==> config.mk <==
export PLATFORM = sky130hd
export DESIGN_NAME = fiscal_code_check_char_unit
export DESIGN_NICKNAME = d
export VERILOG_FILES = /design/src/fcc_pkg.sv /design/src/fcc_queue.sv /design/src/fcc_front.sv /design/src/fcc_back.sv /design/src/fiscal_code_check_char_unit.sv
export VERILOG_INCLUDE_DIRS = /design/src /design/src/src
export SDC_FILE = /design/constraint.sdc
export NUM_CORES = 1
export LEC_CHECK = 0
export BUFFER_PORTS_ARGS = -buffer_cell sky130_fd_sc_hd__buf_2
export CAP_MARGIN = 25
export CORE_MARGIN = 1.5
export CORE_UTILIZATION = 30
export DETAILED_ROUTE_END_ITERATION = 16
export PLACE_DENSITY_LB_ADDON = 0.08
export SLEW_MARGIN = 10
export SYNTH_ARGS = -nofsm -noshare
export SYNTH_HDL_FRONTEND = slang
export SYNTH_HIERARCHICAL = 1
export SYNTH_SLANG_ARGS = --single-unit
export TNS_END_PERCENT = 5
==> constraint.sdc <==
create_clock -name clk -period 9.4 [get_ports clk]
set_clock_uncertainty 0.1 [all_clocks]
set_input_delay 0.94 -clock clk [delete_from_list [all_inputs] [get_ports clk]]
set_output_delay 0.94 -clock clk [all_outputs]
set_load 0.02 [all_outputs]
==> src/fiscal_code_check_char_unit_macros.svh <==
// Assertion macros shared by the fiscal code check character unit.
// Depends on nothing; included by modules that carry assertions.
`ifndef FISCAL_CODE_CHECK_CHAR_UNIT_MACROS_SVH
`define FISCAL_CODE_CHECK_CHAR_UNIT_MACROS_SVH

// same-cycle implication, clocked on clk, off during reset
`define FCC_ASSERT_IMPL(label, ante, cons, msg) \
    label: assert property (@(posedge clk) disable iff (!rst_n) (ante) |-> (cons)) \
        else $error(msg);

// next-cycle implication
`define FCC_ASSERT_NEXT(label, ante, cons, msg) \
    label: assert property (@(posedge clk) disable iff (!rst_n) (ante) |=> (cons)) \
        else $error(msg);

`endif

==> src/fcc_pkg.sv <==
// Shared types, constants and the odd-position weight table.
// No dependencies; used by all fcc modules.
package fcc_pkg;

    localparam int QUEUE_DEPTH_DEF = 2;

    localparam logic [7:0] ASCII_A    = 8'd65;
    localparam logic [7:0] ASCII_Z    = 8'd90;
    localparam logic [7:0] ASCII_0    = 8'd48;
    localparam logic [7:0] ASCII_9    = 8'd57;
    localparam logic [5:0] ALPHA_SIZE = 6'd26;

    localparam logic [3:0] POS_LAST_BODY = 4'd14;
    localparam logic [3:0] POS_CHECK     = 4'd15;

    // classified character on its way from front to back
    typedef struct packed {
        logic [4:0] weight;
        logic       bad;
        logic       last;
        logic       verify;
        logic [7:0] code;
    } item_t;

    function automatic logic [4:0] odd_weight(input logic [4:0] off);
        logic [4:0] w;
        begin
            case (off)
                5'd0:    w = 5'd1;
                5'd1:    w = 5'd0;
                5'd2:    w = 5'd5;
                5'd3:    w = 5'd7;
                5'd4:    w = 5'd9;
                5'd5:    w = 5'd13;
                5'd6:    w = 5'd15;
                5'd7:    w = 5'd17;
                5'd8:    w = 5'd19;
                5'd9:    w = 5'd21;
                5'd10:   w = 5'd2;
                5'd11:   w = 5'd4;
                5'd12:   w = 5'd18;
                5'd13:   w = 5'd20;
                5'd14:   w = 5'd11;
                5'd15:   w = 5'd3;
                5'd16:   w = 5'd6;
                5'd17:   w = 5'd8;
                5'd18:   w = 5'd12;
                5'd19:   w = 5'd14;
                5'd20:   w = 5'd16;
                5'd21:   w = 5'd10;
                5'd22:   w = 5'd22;
                5'd23:   w = 5'd25;
                5'd24:   w = 5'd24;
                5'd25:   w = 5'd23;
                default: w = 5'd0;
            endcase
            return w;
        end
    endfunction

endpackage

==> src/fcc_queue.sv <==
// Small flop-based queue of classified items between front and back.
// Depends on fcc_pkg and the assertion macro header.
`include "fiscal_code_check_char_unit_macros.svh"

module fcc_queue #(
    parameter int DEPTH = fcc_pkg::QUEUE_DEPTH_DEF
) (
    input  logic          clk,
    input  logic          rst_n,
    input  logic          push,
    input  fcc_pkg::item_t push_item,
    output logic          full,
    input  logic          pop,
    output logic          pop_valid,
    output fcc_pkg::item_t pop_item
);
    import fcc_pkg::*;

    localparam int PTR_W = $clog2(DEPTH);
    localparam int CNT_W = $clog2(DEPTH + 1);

    item_t              mem_reg [DEPTH];
    logic [PTR_W-1:0]   wr_ptr_reg;
    logic [PTR_W-1:0]   wr_ptr_next;
    logic [PTR_W-1:0]   rd_ptr_reg;
    logic [PTR_W-1:0]   rd_ptr_next;
    logic [CNT_W-1:0]   count_reg;
    logic [CNT_W-1:0]   count_next;
    logic               do_push;
    logic               do_pop;

    assign full      = (count_reg == CNT_W'(DEPTH));
    assign pop_valid = (count_reg != '0);
    assign pop_item  = mem_reg[rd_ptr_reg];
    assign do_push   = push && !full;
    assign do_pop    = pop && pop_valid;

    always_comb
    begin
        wr_ptr_next = wr_ptr_reg;
        rd_ptr_next = rd_ptr_reg;
        count_next  = count_reg;
        if (do_push)
        begin
            wr_ptr_next = (wr_ptr_reg == PTR_W'(DEPTH - 1)) ? '0 : wr_ptr_reg + 1'b1;
        end
        if (do_pop)
        begin
            rd_ptr_next = (rd_ptr_reg == PTR_W'(DEPTH - 1)) ? '0 : rd_ptr_reg + 1'b1;
        end
        if (do_push && !do_pop)
        begin
            count_next = count_reg + 1'b1;
        end
        else if (do_pop && !do_push)
        begin
            count_next = count_reg - 1'b1;
        end
    end

    always_ff @(posedge clk or negedge rst_n)
    begin
        if (!rst_n)
        begin
            wr_ptr_reg <= '0;
            rd_ptr_reg <= '0;
            count_reg  <= '0;
        end
        else
        begin
            wr_ptr_reg <= wr_ptr_next;
            rd_ptr_reg <= rd_ptr_next;
            count_reg  <= count_next;
        end
    end

    always_ff @(posedge clk)
    begin
        if (do_push)
        begin
            mem_reg[wr_ptr_reg] <= push_item;
        end
    end

    `FCC_ASSERT_IMPL(a_count_bound, 1'b1, count_reg <= CNT_W'(DEPTH), "queue count overflow")
    `FCC_ASSERT_NEXT(a_count_up, do_push && !do_pop, count_reg == $past(count_reg) + 1'b1,
        "queue count missed a push")

endmodule

==> src/fcc_front.sv <==
// Front end: takes characters, tracks position, classifies and weighs them.
// Depends on fcc_pkg; feeds fcc_queue.
module fcc_front (
    input  logic          clk,
    input  logic          rst_n,
    input  logic          verify_mode,
    input  logic          in_valid,
    output logic          in_stall,
    input  logic [7:0]    char_code,
    output logic          push,
    output fcc_pkg::item_t push_item,
    input  logic          queue_full
);
    import fcc_pkg::*;

    logic [3:0] pos_reg;
    logic [3:0] pos_next;
    logic       accept;
    logic       digit_pos;
    logic       is_letter;
    logic       is_digit;
    logic       ok;
    logic [4:0] off;
    logic [4:0] weight;

    assign in_stall = queue_full;
    assign accept   = in_valid && !queue_full;
    assign push     = accept;

    always_comb
    begin
        digit_pos = pos_reg inside {4'd6, 4'd7, 4'd9, 4'd10, 4'd12, 4'd13, 4'd14};
        is_letter = char_code inside {[ASCII_A:ASCII_Z]};
        is_digit  = char_code inside {[ASCII_0:ASCII_9]};
        ok        = digit_pos ? is_digit : is_letter;
        off       = digit_pos ? 5'(char_code - ASCII_0) : 5'(char_code - ASCII_A);
        weight    = '0;
        if (ok && pos_reg != POS_CHECK)
        begin
            weight = pos_reg[0] ? off : odd_weight(off);
        end

        push_item.weight = weight;
        push_item.bad    = !ok;
        push_item.code   = char_code;
        push_item.last   = (pos_reg == POS_CHECK) || (pos_reg == POS_LAST_BODY && !verify_mode);
        push_item.verify = (pos_reg == POS_CHECK);

        if (pos_reg == POS_CHECK)
        begin
            pos_next = '0;
        end
        else if (pos_reg == POS_LAST_BODY)
        begin
            pos_next = verify_mode ? POS_CHECK : '0;
        end
        else
        begin
            pos_next = pos_reg + 1'b1;
        end
    end

    always_ff @(posedge clk or negedge rst_n)
    begin
        if (!rst_n)
        begin
            pos_reg <= '0;
        end
        else if (accept)
        begin
            pos_reg <= pos_next;
        end
    end

endmodule

==> src/fcc_back.sv <==
// Back end: accumulates weights mod 26, tracks format errors, registers results.
// Depends on fcc_pkg and the assertion macro header; fed by fcc_queue.
`include "fiscal_code_check_char_unit_macros.svh"

module fcc_back (
    input  logic          clk,
    input  logic          rst_n,
    input  logic          item_valid,
    input  fcc_pkg::item_t item,
    output logic          item_pop,
    output logic          out_valid,
    input  logic          out_stall,
    output logic [6:0]    check_char,
    output logic          format_ok,
    output logic          check_match
);
    import fcc_pkg::*;

    logic [4:0] sum_reg;
    logic [4:0] sum_next;
    logic       err_reg;
    logic       err_next;
    logic       out_valid_reg;
    logic       out_valid_next;
    logic [6:0] check_char_reg;
    logic [6:0] check_char_next;
    logic       format_ok_reg;
    logic       format_ok_next;
    logic       check_match_reg;
    logic       check_match_next;
    logic [5:0] sum_raw;
    logic [4:0] sum_mod;
    logic       err_upd;
    logic [6:0] letter;
    logic       out_free;

    assign out_free = !out_valid_reg || !out_stall;
    assign item_pop = item_valid && (!item.last || out_free);

    always_comb
    begin
        sum_raw = {1'b0, sum_reg} + {1'b0, item.weight};
        sum_mod = (sum_raw >= ALPHA_SIZE) ? 5'(sum_raw - ALPHA_SIZE) : sum_raw[4:0];
        err_upd = err_reg || item.bad;
        letter  = err_upd ? 7'd0 : 7'(ASCII_A) + {2'b00, sum_mod};

        sum_next         = sum_reg;
        err_next         = err_reg;
        out_valid_next   = out_valid_reg && out_stall;
        check_char_next  = check_char_reg;
        format_ok_next   = format_ok_reg;
        check_match_next = check_match_reg;

        if (item_pop)
        begin
            if (item.last)
            begin
                sum_next         = '0;
                err_next         = 1'b0;
                out_valid_next   = 1'b1;
                check_char_next  = letter;
                format_ok_next   = !err_upd;
                check_match_next = item.verify && !err_upd && (item.code == {1'b0, letter});
            end
            else
            begin
                sum_next = sum_mod;
                err_next = err_upd;
            end
        end
    end

    always_ff @(posedge clk or negedge rst_n)
    begin
        if (!rst_n)
        begin
            sum_reg       <= '0;
            err_reg       <= 1'b0;
            out_valid_reg <= 1'b0;
        end
        else
        begin
            sum_reg       <= sum_next;
            err_reg       <= err_next;
            out_valid_reg <= out_valid_next;
        end
    end

    always_ff @(posedge clk)
    begin
        check_char_reg  <= check_char_next;
        format_ok_reg   <= format_ok_next;
        check_match_reg <= check_match_next;
    end

    assign out_valid   = out_valid_reg;
    assign check_char  = check_char_reg;
    assign format_ok   = format_ok_reg;
    assign check_match = check_match_reg;

    `FCC_ASSERT_IMPL(a_letter_range, out_valid_reg && format_ok_reg,
        check_char_reg >= 7'(ASCII_A) && check_char_reg <= 7'(ASCII_Z),
        "check letter out of range")
    `FCC_ASSERT_IMPL(a_match_needs_ok, out_valid_reg && check_match_reg, format_ok_reg,
        "match flagged on bad format")

endmodule

==> src/fiscal_code_check_char_unit.sv <==
// Fiscal code check character unit: one character per cycle when not stalled;
// the result is registered when the back end pops a code's last character.
// Input stalls only when the two-entry queue fills behind a stalled result.
// rst_n (async, active low) clears position, sum, error flag, queue and
// verify_mode to zero; result payload registers are not reset.
module fiscal_code_check_char_unit #(
    parameter int QUEUE_DEPTH = fcc_pkg::QUEUE_DEPTH_DEF
) (
    input  logic       clk,
    input  logic       rst_n,
    input  logic       cfg_we,
    input  logic       cfg_wdata,
    input  logic       in_valid,
    output logic       in_stall,
    input  logic [7:0] char_code,
    output logic       out_valid,
    input  logic       out_stall,
    output logic [6:0] check_char,
    output logic       format_ok,
    output logic       check_match
);
    import fcc_pkg::*;

    logic  verify_mode_reg;
    logic  push;
    item_t push_item;
    logic  queue_full;
    logic  pop;
    logic  pop_valid;
    item_t pop_item;

    always_ff @(posedge clk or negedge rst_n)
    begin
        if (!rst_n)
        begin
            verify_mode_reg <= 1'b0;
        end
        else if (cfg_we)
        begin
            verify_mode_reg <= cfg_wdata;
        end
    end

    fcc_front u_front (
        .clk         (clk),
        .rst_n       (rst_n),
        .verify_mode (verify_mode_reg),
        .in_valid    (in_valid),
        .in_stall    (in_stall),
        .char_code   (char_code),
        .push        (push),
        .push_item   (push_item),
        .queue_full  (queue_full)
    );

    fcc_queue #(
        .DEPTH (QUEUE_DEPTH)
    ) u_queue (
        .clk       (clk),
        .rst_n     (rst_n),
        .push      (push),
        .push_item (push_item),
        .full      (queue_full),
        .pop       (pop),
        .pop_valid (pop_valid),
        .pop_item  (pop_item)
    );

    fcc_back u_back (
        .clk         (clk),
        .rst_n       (rst_n),
        .item_valid  (pop_valid),
        .item        (pop_item),
        .item_pop    (pop),
        .out_valid   (out_valid),
        .out_stall   (out_stall),
        .check_char  (check_char),
        .format_ok   (format_ok),
        .check_match (check_match)
    );

endmodule
==> flow_summary.yaml <==
synthesis:
  synth_common_cells: "40 x edfxtp_1, 31 x nor2_1, 26 x nand2_1, 24 x o21ai_0, 22 x inv_1"
  synth.most_common_cell: "edfxtp_1"
  yosys.area.top_type_share_pct: 28.3
  synthCells: 423
  ys.flop_type: "edfxtp_1"
  yosys.area_share.simple_pct: 16.5
  ys_seq_area_share_pct: 37.7
  postSynthAreaPerCell_um2: 10.0
  synth.cell_area_um2: 4250
  synth_compound_area_share_pct: 19.9
  synthArstFlopShare_pct: 28.6
  synthXorXnorAreaFrac_pct: 4.65
  synth_mux_area_share_pct: 8.92
  synth.distinct_cells: 80
  ys_seq_elements: 56
  synth_top_cell_by_area: "edfxtp_1"
  syn_nets: 457
  synth_top_family_by_area: "compound AO/OA/AOI/OAI gates"
  yosysWarningCount: 6
  yosys.area_share.adder_pct: 6.07
  synth-edff-count: 40
  synthTopCellsByArea: "edfxtp_1 28%, dfrtp_1 9.4%, ha_1 5.6%, mux2_4 3.5%, o21ai_0 2.8%"
global_route:
  gr-total-overflow: 0
  grt_pass1_wl_um: 16700
  grt_max_degree: 38
  antenna_found_initial: 0
  grt_usage_pct: 14.5
  grt_pass1_vias: 3091
floorplan:
  start_util_pct: 30.7
  die_y_um: 122
  die_area_um2: 14900
  fp-row-count: 43
  ioPinCount: 25
  fp.dieW_um: 122
  core_um2: 13800
final_layout:
  final_util_pct: 33.1
  syn2layout_area_growth_pct: 7.60
  final_area_um2: 4570
  nets: 460
  stdcell_count: 607
  largest_reg_flops: 32
  drive_above_1_share_pct: 19.4
  multi_input_area_um2: 2380
  diodes: 0
  fillers: 1413
  register_area_um2: 1600
placed_design:
  placed_cells: 599
  post-dp-hpwl_um: 7570
  io_buffer_count: 24
  gp_congestion: 0.814
  place_area_um2: 4420
clock_tree:
  ctsHoldBuffers: 0
  clock_latency_ns: 0.30
  cts.repair.resized: 0
  clk_pin_slew_ns: 0.08
  cts_buffers: 5
  cts_root_buf: "clkbuf_16"
  cts_tree: "done"
  htreeDepth: 2
  cts_buffer_depth: 2
  cts_sinks: 56
  cts_setup_buffers: 0
setup_path:
  path_max_fanout: 17
  endpoint_kind: "flip-flop"
  crit_type: "reg -> reg"
  crit_required_ns: 9.36
  cp-start-kind: "flip-flop"
  crit_arrival_ns: 4.46
timing:
  fin_tns_setup_ns: 0
  maxSlewHeadroom_pct: 40.8
  hold_violations: 0
  post-route-period-util_pct: 47.9
  setup_violations: 0
  min_period_ns: 4.50
  fmax_ghz: 0.222
  worst_pin_slew_ns: 0.888
  rsz0062_at_grt: "false"
  drv_slew: 0
route:
  via_per_inst: 5.30
  wirelength_um: 10100
  dr.pass1.iters: 6
  drt_iter0_markers: 246
  vias: 3218
  post_drt_wl_per_cell_um: 16.6
  drc: 0
  ant_nets: 0
power:
  p_per_area_nw_per_um2: 398
  ir_drop_uv: 167
  leakage_uw: 0.00173
status:
  outcome: "finished, final reports clean"
min_path:
  hold_class: "reg -> reg"
job:
  maxCapViolCount: 0
==> final timing paths <==
check | startpoint | to | slack [ns] | cells after the start
hold reg to reg | u_back/sum_reg[4] | u_back/sum_reg[4] | 0.39 | 2
setup reg to reg | u_queue/rd_ptr_reg | u_back/check_match | 4.90 | 16
max in group asynchronous | rst_n | u_queue/count_reg[1] | 8.45 | 1
min in group asynchronous | rst_n | u_back/out_valid | 0.46 | 1
hold / removal | u_back/sum_reg[4] | u_back/sum_reg[4] | 0.39 | 2
setup / recovery | u_queue/rd_ptr_reg | u_back/check_match | 4.90 | 16
==> worst max-delay path, stage by stage, from the launching register on <==
cell	delay (ns)
dfrtp_1	0.93
mux2_4	0.28
ha_1	0.21
inv_1	0.07
fa_1	0.41
nand2b_1	0.20
a21o_2	0.25
xnor2_4	0.16
a31oi_1	0.21
o21a_4	0.19
xor2_1	0.21
ha_1	0.24
inv_1	0.06
or2_2	0.30
o31ai_1	0.20
o31a_1	0.18
a211oi_2	0.04
==> metrics by stage <==
step | worst slack, ns | power (uW) | hold slack (ns)
6_report | 4.90 | 1820 | 0.391
5_1_grt | 4.55 | 1980 | 0.419
4_1_cts | 4.83 | 1850 | 0.398
3_5_place_dp | 4.86 | 1650 | 0.381
3_3_place_gp | 4.91 | 1660 | 0.369
2_1_floorplan | 5.48 | 1400 | 0.353
==> routing by layer <==
layer | part of all wire [%] | vias to the layer above | track usage (%) | routed length (um)
met5 | 0 | - | 0 | 0
met4 | 1.1 | 0 | 3.97 | 114
met3 | 4.0 | 9 | 2.39 | 406
met2 | 49 | 78 | 24.9 | 4950
met1 | 46 | 1562 | 18.8 | 4620
li1 | - | 1569 | - | -
==> cells by family (layout without fill, tap and decap cells) <==
logic type | after synthesis | count (layout)
AO/OA/AOI/OAI | 113 | 113
XOR/XNOR | 18 | 18
flip-flops | 56 | 56
adder cells (fa/ha/maj) | 20 | 20
buffers and inverters | 53 | 57
AND/OR/NAND/NOR | 133 | 133
multiplexers | 30 | 30
==> where the power goes <==
group	internal (uW)	leakage, uW	switching, uW
registers	366	0.000572	65.0
logic	496	0.00109	702
clock network	100	0.0000742	92.0
total	962	0.00173	859
==> placed cells by master, fill, tap and decap left out, types with 4 or more instances in the layout <==
master	netlist	routed
a211oi_1	6	6
a21o_1	5	5
a21oi_1	13	13
a31oi_1	6	6
and3_1	4	4
buf_2	3	24
clkbuf_16	0	5
dfrtp_1	16	16
edfxtp_1	40	40
ha_1	19	19
inv_1	22	22
mux2_2	10	10
mux2_4	10	10
mux2i_1	8	8
nand2_1	26	26
nand2b_1	12	12
nand3_1	16	16
nor2_1	31	31
nor2b_1	5	5
nor3_1	8	8
nor4_1	4	4
o211ai_1	7	7
o21ai_0	24	24
o31ai_1	7	7
or2_2	4	4
xnor2_1	11	11
xor2_1	4	4
==> layout make-up <==
cell class                      instances  area share [%]
Inverter                               24            1.97
Multi-Input combinational cell        314            52.1
Sequential cell                        56            35.0
Clock buffer                            5            2.74
Clock inverter                          3           0.493
Tap cell                              180            4.93
Timing Repair Buffer                   25            2.79
(Power assumes the default switching activity.)
